### config.mk
export PLATFORM = sky130hd
export DESIGN_NAME = threshold_bit_string_deframer_top
export DESIGN_NICKNAME = d
export VERILOG_FILES = /design/src/hw/rtl/tbsd_pkg.sv /design/src/hw/rtl/tbsd_cfg_regs.sv /design/src/hw/rtl/tbsd_core.sv /design/src/hw/rtl/tbsd_out_reg.sv /design/src/hw/rtl/threshold_bit_string_deframer_top.sv
export SDC_FILE = /design/constraint.sdc
export NUM_CORES = 1
export LEC_CHECK = 0
export ABC_AREA = 1
export ABC_CLOCK_PERIOD_IN_PS = 3400
export BUFFER_PORTS_ARGS = -buffer_cell sky130_fd_sc_hd__buf_2
export CORE_AREA = 2 2 162 164
export CTS_CLUSTER_SIZE = 10
export DETAILED_ROUTE_END_ITERATION = 10
export DIE_AREA = 0 0 164 166
export PLACE_DENSITY = 0.46
export SYNTH_ARGS = -nofsm -noshare
export SYNTH_HDL_FRONTEND = slang
export SYNTH_SLANG_ARGS = --single-unit
### constraint.sdc
create_clock -name clk_i -period 3.4 [get_ports clk_i]
set_input_delay 0.34 -clock clk_i [delete_from_list [all_inputs] [get_ports clk_i]]
set_output_delay 0.34 -clock clk_i [all_outputs]
set_load 0.05 [all_outputs]
### src/hw/rtl/tbsd_pkg.sv
// Package for the threshold bit-string deframer.
// Holds the shared types, register indexes and framing constants.
// No dependencies.
`timescale 1ns / 1ps

package tbsd_pkg;

  // Widths fixed by the field definitions.
  localparam int unsigned CfgDataW  = 48;
  localparam int unsigned CfgIndexW = 1;
  localparam int unsigned MaxLenW   = 9;
  localparam int unsigned ByteW     = 8;

  // Configuration register indexes.
  localparam logic [CfgIndexW-1:0] CFG_BIT_THRESHOLD = 1'b0;
  localparam logic [CfgIndexW-1:0] CFG_MAX_LENGTH    = 1'b1;

  // Reset values of the configuration registers.
  localparam logic [63:0]        THRESHOLD_RESET  = 64'd40000000000000;
  localparam logic [MaxLenW-1:0] MAX_LENGTH_RESET = 9'd128;

  // Framing bytes.
  localparam logic [ByteW-1:0] SYNC_BYTE = 8'hAA;
  localparam logic [ByteW-1:0] END_BYTE  = 8'h00;

  // Deframer phase.
  typedef enum logic [1:0] {
    PH_HUNT = 2'd0,
    PH_SYNC = 2'd1,
    PH_BODY = 2'd2
  } phase_e;

  // One result item.
  typedef struct packed {
    logic [ByteW-1:0] char_code;
    logic             has_char;
    logic             last;
  } result_t;

endpackage

### src/hw/rtl/tbsd_cfg_regs.sv
// Configuration registers of the threshold bit-string deframer.
// Depends on tbsd_pkg for register indexes and reset values.
`timescale 1ns / 1ps

module tbsd_cfg_regs import tbsd_pkg::*; #(
  parameter int unsigned COUNT_BITS = 48
) (
  input  logic                  clk_i,
  input  logic                  rst_ni,
  input  logic                  cfg_valid_i,
  input  logic [CfgIndexW-1:0]  cfg_index_i,
  input  logic [CfgDataW-1:0]   cfg_data_i,
  output logic [COUNT_BITS-1:0] threshold_o,
  output logic [MaxLenW-1:0]    max_length_o
);

  logic [COUNT_BITS-1:0] threshold_q, threshold_d;
  logic [MaxLenW-1:0]    max_length_q, max_length_d;
  logic [63:0]           data_ext;

  // Write data widened, then cut to the count width.
  assign data_ext = {{(64 - CfgDataW){1'b0}}, cfg_data_i};

  // Register write decode.
  always_comb begin
    threshold_d  = threshold_q;
    max_length_d = max_length_q;
    if (cfg_valid_i) begin
      unique case (cfg_index_i)
        CFG_BIT_THRESHOLD: threshold_d  = data_ext[COUNT_BITS-1:0];
        CFG_MAX_LENGTH:    max_length_d = cfg_data_i[MaxLenW-1:0];
        default: ;
      endcase
    end
  end

  always_ff @(posedge clk_i or negedge rst_ni) begin
    if (!rst_ni) begin
      threshold_q  <= THRESHOLD_RESET[COUNT_BITS-1:0];
      max_length_q <= MAX_LENGTH_RESET;
    end else begin
      threshold_q  <= threshold_d;
      max_length_q <= max_length_d;
    end
  end

  assign threshold_o  = threshold_q;
  assign max_length_o = max_length_q;

endmodule

### src/hw/rtl/tbsd_core.sv
// Bit decision and framing state machine of the threshold bit-string deframer.
// Depends on tbsd_pkg for the phase enum, framing bytes and result struct.
`timescale 1ns / 1ps

module tbsd_core import tbsd_pkg::*; #(
  parameter int unsigned COUNT_BITS = 48
) (
  input  logic                  clk_i,
  input  logic                  rst_ni,
  input  logic                  step_i,
  input  logic [COUNT_BITS-1:0] count_i,
  input  logic [COUNT_BITS-1:0] threshold_i,
  input  logic [MaxLenW-1:0]    max_length_i,
  output logic                  res_valid_o,
  output result_t               res_o
);

  phase_e           phase_q, phase_d;
  logic [ByteW-1:0] shift_q, shift_d;
  logic [2:0]       index_q, index_d;
  logic [ByteW-1:0] count_q, count_d;

  logic             bit_val;
  logic [ByteW-1:0] shift_new;
  logic             byte_done;
  logic [ByteW-1:0] char_limit;
  logic [ByteW-1:0] count_inc;
  logic             at_limit;

  // A short bit period count decodes as a one.
  assign bit_val   = (count_i < threshold_i);
  assign shift_new = shift_q | (ByteW'(bit_val) << index_q);
  assign byte_done = (index_q == 3'd7);

  // Characters allowed per string: max_length - 1, clamped to 0 .. 255.
  always_comb begin
    if (max_length_i[MaxLenW-1]) begin
      char_limit = 8'd255;
    end else if (max_length_i < 9'd2) begin
      char_limit = 8'd0;
    end else begin
      char_limit = 8'(max_length_i - 9'd1);
    end
  end

  assign count_inc = count_q + 8'd1;
  assign at_limit  = (count_inc == 8'd0) || (count_inc >= char_limit);

  // Next state.
  always_comb begin
    phase_d = phase_q;
    shift_d = shift_q;
    index_d = index_q;
    count_d = count_q;
    if (step_i) begin
      unique case (phase_q)
        PH_SYNC, PH_BODY: begin
          if (byte_done) begin
            shift_d = '0;
            index_d = '0;
            if (phase_q == PH_SYNC) begin
              if (shift_new == SYNC_BYTE) begin
                count_d = '0;
                phase_d = (char_limit == 8'd0) ? PH_HUNT : PH_BODY;
              end else if (shift_new == END_BYTE) begin
                phase_d = PH_HUNT;
              end
            end else begin
              if (shift_new == END_BYTE || at_limit) begin
                phase_d = PH_HUNT;
                count_d = '0;
              end else begin
                count_d = count_inc;
              end
            end
          end else begin
            shift_d = shift_new;
            index_d = index_q + 3'd1;
          end
        end
        default: begin
          // Hunting, and the unused phase code acts as hunting.
          phase_d = PH_HUNT;
          if (bit_val) begin
            phase_d = PH_SYNC;
            shift_d = '0;
            index_d = '0;
          end
        end
      endcase
    end
  end

  // Result of the current step.
  always_comb begin
    res_valid_o = 1'b0;
    res_o       = '0;
    if (step_i && byte_done) begin
      unique case (phase_q)
        PH_SYNC: begin
          if (shift_new == SYNC_BYTE && char_limit == 8'd0) begin
            res_valid_o = 1'b1;
            res_o.last  = 1'b1;
          end
        end
        PH_BODY: begin
          res_valid_o = 1'b1;
          if (shift_new == END_BYTE) begin
            res_o.last = 1'b1;
          end else begin
            res_o.char_code = shift_new;
            res_o.has_char  = 1'b1;
            res_o.last      = at_limit;
          end
        end
        default: ;
      endcase
    end
  end

  always_ff @(posedge clk_i or negedge rst_ni) begin
    if (!rst_ni) begin
      phase_q <= PH_HUNT;
      shift_q <= '0;
      index_q <= '0;
      count_q <= '0;
    end else begin
      phase_q <= phase_d;
      shift_q <= shift_d;
      index_q <= index_d;
      count_q <= count_d;
    end
  end

endmodule

### src/hw/rtl/tbsd_out_reg.sv
// Result register of the threshold bit-string deframer.
// Holds one result item until the receiver takes it. Depends on tbsd_pkg.
`timescale 1ns / 1ps

module tbsd_out_reg import tbsd_pkg::*; (
  input  logic    clk_i,
  input  logic    rst_ni,
  input  logic    load_i,
  input  result_t res_i,
  output logic    space_o,
  output logic    out_valid_o,
  input  logic    out_ready_i,
  output result_t res_o
);

  logic    valid_q, valid_d;
  result_t res_q, res_d;

  // The register can take a new item when empty or when it is being drained.
  assign space_o = !valid_q || out_ready_i;

  always_comb begin
    valid_d = valid_q;
    res_d   = res_q;
    if (load_i) begin
      valid_d = 1'b1;
      res_d   = res_i;
    end else if (out_ready_i) begin
      valid_d = 1'b0;
    end
  end

  always_ff @(posedge clk_i or negedge rst_ni) begin
    if (!rst_ni) begin
      valid_q <= 1'b0;
    end else begin
      valid_q <= valid_d;
    end
  end

  always_ff @(posedge clk_i) begin
    res_q <= res_d;
  end

  assign out_valid_o = valid_q;
  assign res_o       = res_q;

endmodule

### src/hw/rtl/threshold_bit_string_deframer_top.sv
// Top level of the threshold bit-string deframer.
// Instantiates tbsd_cfg_regs, tbsd_core and tbsd_out_reg; uses tbsd_pkg.
//
// Usage:
//   Input channel (in_valid_i / in_ready_o / activity_count_i): one item per
//   bit period, the activity count of that period. Counts below the
//   bit_threshold register decode as a one bit.
//   Output channel (out_valid_o / out_ready_i): one result item per received
//   character and per terminator; the character at the length limit carries last.
//   Config channel (cfg_valid_i / cfg_ready_o / cfg_index_i / cfg_data_i):
//   index 0 is bit_threshold, index 1 is max_length; always ready. Write only
//   while the block is idle.
// Timing:
//   An accepted item lands in the input register and is decoded once the
//   result register has room; a result it causes is then loaded into the
//   result register. One item per cycle is sustained while the receiver
//   keeps up, as the compare and next-state logic between the two is combinational.
//   When the receiver stalls, the result register holds its item and the
//   input register absorbs one more item before in_ready_o drops.
// Reset: state returns to hunting for the start bit, both registers empty,
//   configuration registers take their reset values.
`timescale 1ns / 1ps

module threshold_bit_string_deframer_top import tbsd_pkg::*; #(
  parameter int unsigned COUNT_BITS = 48
) (
  input  logic                  clk_i,
  input  logic                  rst_ni,
  input  logic                  in_valid_i,
  output logic                  in_ready_o,
  input  logic [COUNT_BITS-1:0] activity_count_i,
  input  logic                  cfg_valid_i,
  output logic                  cfg_ready_o,
  input  logic [CfgIndexW-1:0]  cfg_index_i,
  input  logic [CfgDataW-1:0]   cfg_data_i,
  output logic                  out_valid_o,
  input  logic                  out_ready_i,
  output logic [ByteW-1:0]      char_code_o,
  output logic                  has_char_o,
  output logic                  last_o
);

  logic [COUNT_BITS-1:0] threshold;
  logic [MaxLenW-1:0]    max_length;
  logic                  in_valid_q, in_valid_d;
  logic [COUNT_BITS-1:0] count_q, count_d;
  logic                  out_space;
  logic                  step;
  logic                  res_valid;
  result_t               res;
  result_t               res_out;

  assign cfg_ready_o = 1'b1;

  tbsd_cfg_regs #(
    .COUNT_BITS(COUNT_BITS)
  ) u_cfg_regs (
    .clk_i       (clk_i),
    .rst_ni      (rst_ni),
    .cfg_valid_i (cfg_valid_i),
    .cfg_index_i (cfg_index_i),
    .cfg_data_i  (cfg_data_i),
    .threshold_o (threshold),
    .max_length_o(max_length)
  );

  // Input register: the held item is decoded when the result register has room.
  assign step       = in_valid_q && out_space;
  assign in_ready_o = !in_valid_q || step;

  always_comb begin
    in_valid_d = in_valid_q;
    count_d    = count_q;
    if (in_valid_i && in_ready_o) begin
      in_valid_d = 1'b1;
      count_d    = activity_count_i;
    end else if (step) begin
      in_valid_d = 1'b0;
    end
  end

  always_ff @(posedge clk_i or negedge rst_ni) begin
    if (!rst_ni) begin
      in_valid_q <= 1'b0;
    end else begin
      in_valid_q <= in_valid_d;
    end
  end

  always_ff @(posedge clk_i) begin
    count_q <= count_d;
  end

  tbsd_core #(
    .COUNT_BITS(COUNT_BITS)
  ) u_core (
    .clk_i       (clk_i),
    .rst_ni      (rst_ni),
    .step_i      (step),
    .count_i     (count_q),
    .threshold_i (threshold),
    .max_length_i(max_length),
    .res_valid_o (res_valid),
    .res_o       (res)
  );

  tbsd_out_reg u_out_reg (
    .clk_i      (clk_i),
    .rst_ni     (rst_ni),
    .load_i     (res_valid),
    .res_i      (res),
    .space_o    (out_space),
    .out_valid_o(out_valid_o),
    .out_ready_i(out_ready_i),
    .res_o      (res_out)
  );

  assign char_code_o = res_out.char_code;
  assign has_char_o  = res_out.has_char;
  assign last_o      = res_out.last;

endmodule

==> reports/metrics.yaml <==
outcome:
  run_status: "completed"
timing:
  number_of_endpoints_with_negative_hold_slack_in_the_final_report: 0
  setup_total_negative_slack_ns: 0
  finalCritPeriodShare: 0.900
  worst_clock_skew_ns: 0.0152
  max_clock_freq_ghz: 0.327
  report.final.slew_viol_count: 0
  rsz0062_at_grt: "false"
  actual_slew_at_the_worst_max_slew_pin_ns: 0.891
  slew-limit-headroom: 0.406
  min_period_ns: 3.06
  timing.final.ws_setup_ns: 0.341
  hold_slack_ns: 0.0394
  setup-violations-final: 0
run:
  drv.max_cap_violation_count: 0
die:
  fp.dieArea_um2: 27200
  die_w_um: 164
  boundaryPins: 115
  die-height_um: 166
  start_util: 0.275
  placementRows: 59
  placeableCoreArea_um2: 25600
finish:
  multi_input_comb_area_um2: 2740
  filler_cell_count: 2680
  final_nets: 1039
  area_growth_syn_to_layout_pct: 23.0
  drive_above_1_share: 0.255
  area.sequential_um2: 3760
yosys:
  number_of_unique_standard_cell_types_used_by_synthesis: 39
  ys_ff_latch: 138
  synth_seq_area_share: 0.533
  post_synth_inst_count: 752
  synth_compound_gate_area_share: 0.0889
  synth_fa_ha_area_frac: 0.108
  synthXorXnorAreaFrac: 0.00497
  yosys_most_used_dff: "sky130_fd_sc_hd__dfrtp_1"
  synth_simple_gate_area_frac: 0.184
  synth.area.mux_share: 0
  synthesis.yosys.warnings: 0
  synth_top_family_by_area: "simple AND/OR/NAND/NOR gates"
  syn-cell-area_um2: 7050
  synth_edf_count: 58
  synth.net_count: 915
  synthesis.area_per_instance_um2: 9.38
  asyncSetResetFlopFracSynth: 0.580
clocking:
  postCtsHoldBufs: 0
  numCtsBuffers: 17
  cts.repair_timing.setup_buffer_count: 0
  htree_num_levels: 4
  clock_tree.root_cell: "sky130_fd_sc_hd__clkbuf_16"
  worstSkewPairLatency_ns: 0.43
  tritoncts_clock_tree: "built"
  cts.clk_slew.worst_paths_ns: 0.07
  ctsLongestPathBuffers: 2
  numClockSinks: 138
route:
  drt-total-wl_mm: 15.4
  detail_route.drc_violations: 0
  violation_count_after_the_first_detailed_routing_iteration: 169
  drt_pre_antenna_iters: 5
  route.detailed.wl_per_inst_um: 12.5
  antenna_violating_nets_post_route: 0
  vias_per_cell: 4.18
  num_vias: 5120
grt:
  antenna_found_initial: 4
  track_usage: 0.119
  grt_residual_overflow: 0
  first_global_vias: 5164
  grt_max_degree: 81
  wire_length_of_the_first_global_routing_pass_mm: 25.5
hold_path:
  worst_hold_path_type: "in -> async"
power_and_ir_drop:
  internal_power_uw: 3510
  leakage_power_total_uw: 0.00439
  seqPwrFrac: 0.404
  clkPwrFrac: 0.411
  power.switching_fraction: 0.291
  power.switching_uw: 1440
  power.density_cell_area_nw_per_um2: 571
  irDropWorstVdd_v: 0.000259
  combinational_power_share: 0.185
critical_path:
  slowest_stage_delay_on_critical_path_ns: 0.51
  cp.buffers_inverters: 2
  cp.required_ns: 3.51
  path_cells: "inv_1, ha_1, nand2_1, nor2_1, nand4_1, nor3_2, nand2_2, nand4_1, nor2_1, nor2_2, nand2_2, nor2_1, nand3_1, nor2_2, o21ai_2, inv_2"
  worst-r2r-cell-count: 16
  crit_top_cell: "sky130_fd_sc_hd__nor2_1"
  worst_r2r_startpoint: "u_cfg_regs.threshold_o[23]"
  slowest_stage: "sky130_fd_sc_hd__dfstp_2"
  crit_path_end_kind: "flop"
  r2r_setup_slack_ns: 0.34
  critical_path_peak_fanout: 10
  critPathKind: "reg -> reg"
  worstSetupPathDepth: 16
  rr_endpoint: "u_out_reg.res_o[0]"
  critPathArrivalTime_ns: 3.17
  critical-path-top-delay-family: "simple AND/OR/NAND/NOR gates"
  critPathLaunchType: "flop"
placement:
  routabilityCongestion: 0.733
  hpwl_after_dpl_mm: 11.3
  place_ws_ns: 0.231
  io_buffer_count: 113
## metrics by stage
step / power [µW] / area [µm²] / cells / util
2_1_floorplan: 2700 / 7050 / 752 / -
3_3_place_gp: 2970 / 8030 / 1192 / 0.314
3_5_place_dp: 2970 / 8030 / 1192 / 0.314
4_1_cts: 5040 / 8670 / 1224 / 0.338
5_1_grt: 5270 / 8670 / 1224 / 0.338
6_report: 4950 / 8670 / 1226 / 0.339
## registers in the layout, indices dropped and copies added, names as in the netlist
register / cells
u_out_reg.out_valid_o: 1
u_core.index_q: 3
u_core.phase_q: 2
count_q: 48
u_cfg_regs.max_length_o: 9
u_core.shift_q: 8
u_cfg_regs.threshold_o: 48
in_valid_q: 1
u_core.count_q: 8
u_out_reg.res_o: 10
## cells in the mapped netlist (2+ instances only)
library cell,n,area [µm²]
sky130_fd_sc_hd__inv_2,11,41.3
sky130_fd_sc_hd__nand3_2,5,50.1
sky130_fd_sc_hd__nor2_4,4,45.0
sky130_fd_sc_hd__dfstp_2,15,394
sky130_fd_sc_hd__nand4_2,5,62.6
sky130_fd_sc_hd__ha_1,61,763
sky130_fd_sc_hd__nor2_2,15,93.8
sky130_fd_sc_hd__buf_1,3,11.3
sky130_fd_sc_hd__nor3_2,2,20.0
sky130_fd_sc_hd__o21ai_0,28,140
sky130_fd_sc_hd__or2_2,2,12.5
sky130_fd_sc_hd__nand2_4,2,22.5
sky130_fd_sc_hd__nand2_2,11,68.8
sky130_fd_sc_hd__edfxtp_1,58,1740
sky130_fd_sc_hd__clkbuf_1,9,33.8
sky130_fd_sc_hd__nand3_1,12,60.1
sky130_fd_sc_hd__a21o_1,3,22.5
sky130_fd_sc_hd__nand2_1,111,417
sky130_fd_sc_hd__xor2_1,3,26.3
sky130_fd_sc_hd__nand4_1,7,43.8
sky130_fd_sc_hd__o21a_1,2,15.0
sky130_fd_sc_hd__nor3_1,4,20.0
sky130_fd_sc_hd__o22ai_1,4,25.0
sky130_fd_sc_hd__inv_1,125,469
sky130_fd_sc_hd__o21ai_1,17,85.1
sky130_fd_sc_hd__dfrtp_1,65,1630
sky130_fd_sc_hd__a21oi_1,60,300
sky130_fd_sc_hd__nor2_1,97,364
## cell usage in the layout (no fill, tap or decap), types with 2 or more instances in the layout
cell type	synthesis	layout
sky130_fd_sc_hd__nor2_4	4	4
sky130_fd_sc_hd__diode_2	0	2
sky130_fd_sc_hd__inv_1	125	123
sky130_fd_sc_hd__or2_2	2	2
sky130_fd_sc_hd__bufinv_16	0	4
sky130_fd_sc_hd__o22ai_1	4	4
sky130_fd_sc_hd__clkbuf_16	0	17
sky130_fd_sc_hd__nor2_2	15	15
sky130_fd_sc_hd__buf_4	1	6
sky130_fd_sc_hd__nand2_2	11	11
sky130_fd_sc_hd__nand4_1	7	7
sky130_fd_sc_hd__dfstp_2	15	15
sky130_fd_sc_hd__o21ai_0	28	28
sky130_fd_sc_hd__nor3_1	4	4
sky130_fd_sc_hd__xor2_1	3	3
sky130_fd_sc_hd__dfrtp_1	65	65
sky130_fd_sc_hd__nand3_1	12	12
sky130_fd_sc_hd__buf_2	0	112
sky130_fd_sc_hd__inv_2	11	13
sky130_fd_sc_hd__nor3_2	2	2
sky130_fd_sc_hd__ha_1	61	61
sky130_fd_sc_hd__nand4_2	5	5
sky130_fd_sc_hd__nor2_1	97	97
sky130_fd_sc_hd__inv_6	0	7
sky130_fd_sc_hd__edfxtp_1	58	58
sky130_fd_sc_hd__a21oi_1	60	60
sky130_fd_sc_hd__clkinvlp_4	0	2
sky130_fd_sc_hd__o21ai_1	17	17
sky130_fd_sc_hd__nand2_4	2	3
sky130_fd_sc_hd__o21a_1	2	2
sky130_fd_sc_hd__a21o_1	3	3
sky130_fd_sc_hd__nand2_1	111	110
sky130_fd_sc_hd__nand3_2	5	5
## power groups by stage
| stage | Clock [µW] | Sequential (µW) | Combinational [µW] |
|---|---|---|---|
| 3_3_place_gp | 0 | 2030 | 934 |
| 3_5_place_dp | 0 | 2040 | 938 |
| 4_1_cts | 2090 | 2000 | 945 |
| 2_1_floorplan | 0 | 2010 | 684 |
| 6_report | 2040 | 2000 | 918 |
| 5_1_grt | 2160 | 2020 | 1080 |
## metal layers
metal,vias to the layer above,global-route usage,part of all wire
li1,2686,-,-
met1,2314,0.163,0.50
met2,95,0.184,0.44
met3,21,0.0342,0.047
met4,4,0.0366,0.013
met5,-,0,0.0016
## what timing repair did
action | in CTS | in global routing
hold endpoints to repair | 0 | 0
resized for setup | 0 | 1
endpoints found under the setup margin | 0 | 10
## cell type report
| type | count | area share |
|---|---|---|
| Multi-Input combinational cell | 465 | 0.315 |
| Tap cell | 335 | 0.0483 |
| Clock buffer | 17 | 0.0490 |
| Sequential cell | 138 | 0.434 |
| Timing Repair Buffer | 118 | 0.0698 |
| Antenna cell | 2 | 0.000577 |
| Inverter | 136 | 0.0588 |
| Clock inverter | 15 | 0.0242 |
## logic make-up after synthesis
logic type / count (synthesis)
and+or+nand+nor: 280
buffers and inverters: 149
DFF: 138
AOI/OAI and AO/OA: 119
adders and majority gates: 61
xor gates and xnor gates: 4
other: 1
## worst max-delay path by stage
stage                                          start            endpoint
after global placement    u_cfg_regs.threshold_o[23]  u_out_reg.res_o[6]
after CTS                 u_cfg_regs.threshold_o[23]  u_out_reg.res_o[7]
after detailed placement  u_cfg_regs.threshold_o[23]  u_out_reg.res_o[8]
final                     u_cfg_regs.threshold_o[23]  u_out_reg.res_o[0]
after global routing      u_cfg_regs.max_length_o[3]   u_core.count_q[1]
after floorplan           u_cfg_regs.threshold_o[45]  u_out_reg.res_o[0]
No activity file was read; power rests on OpenSTA's default activity.
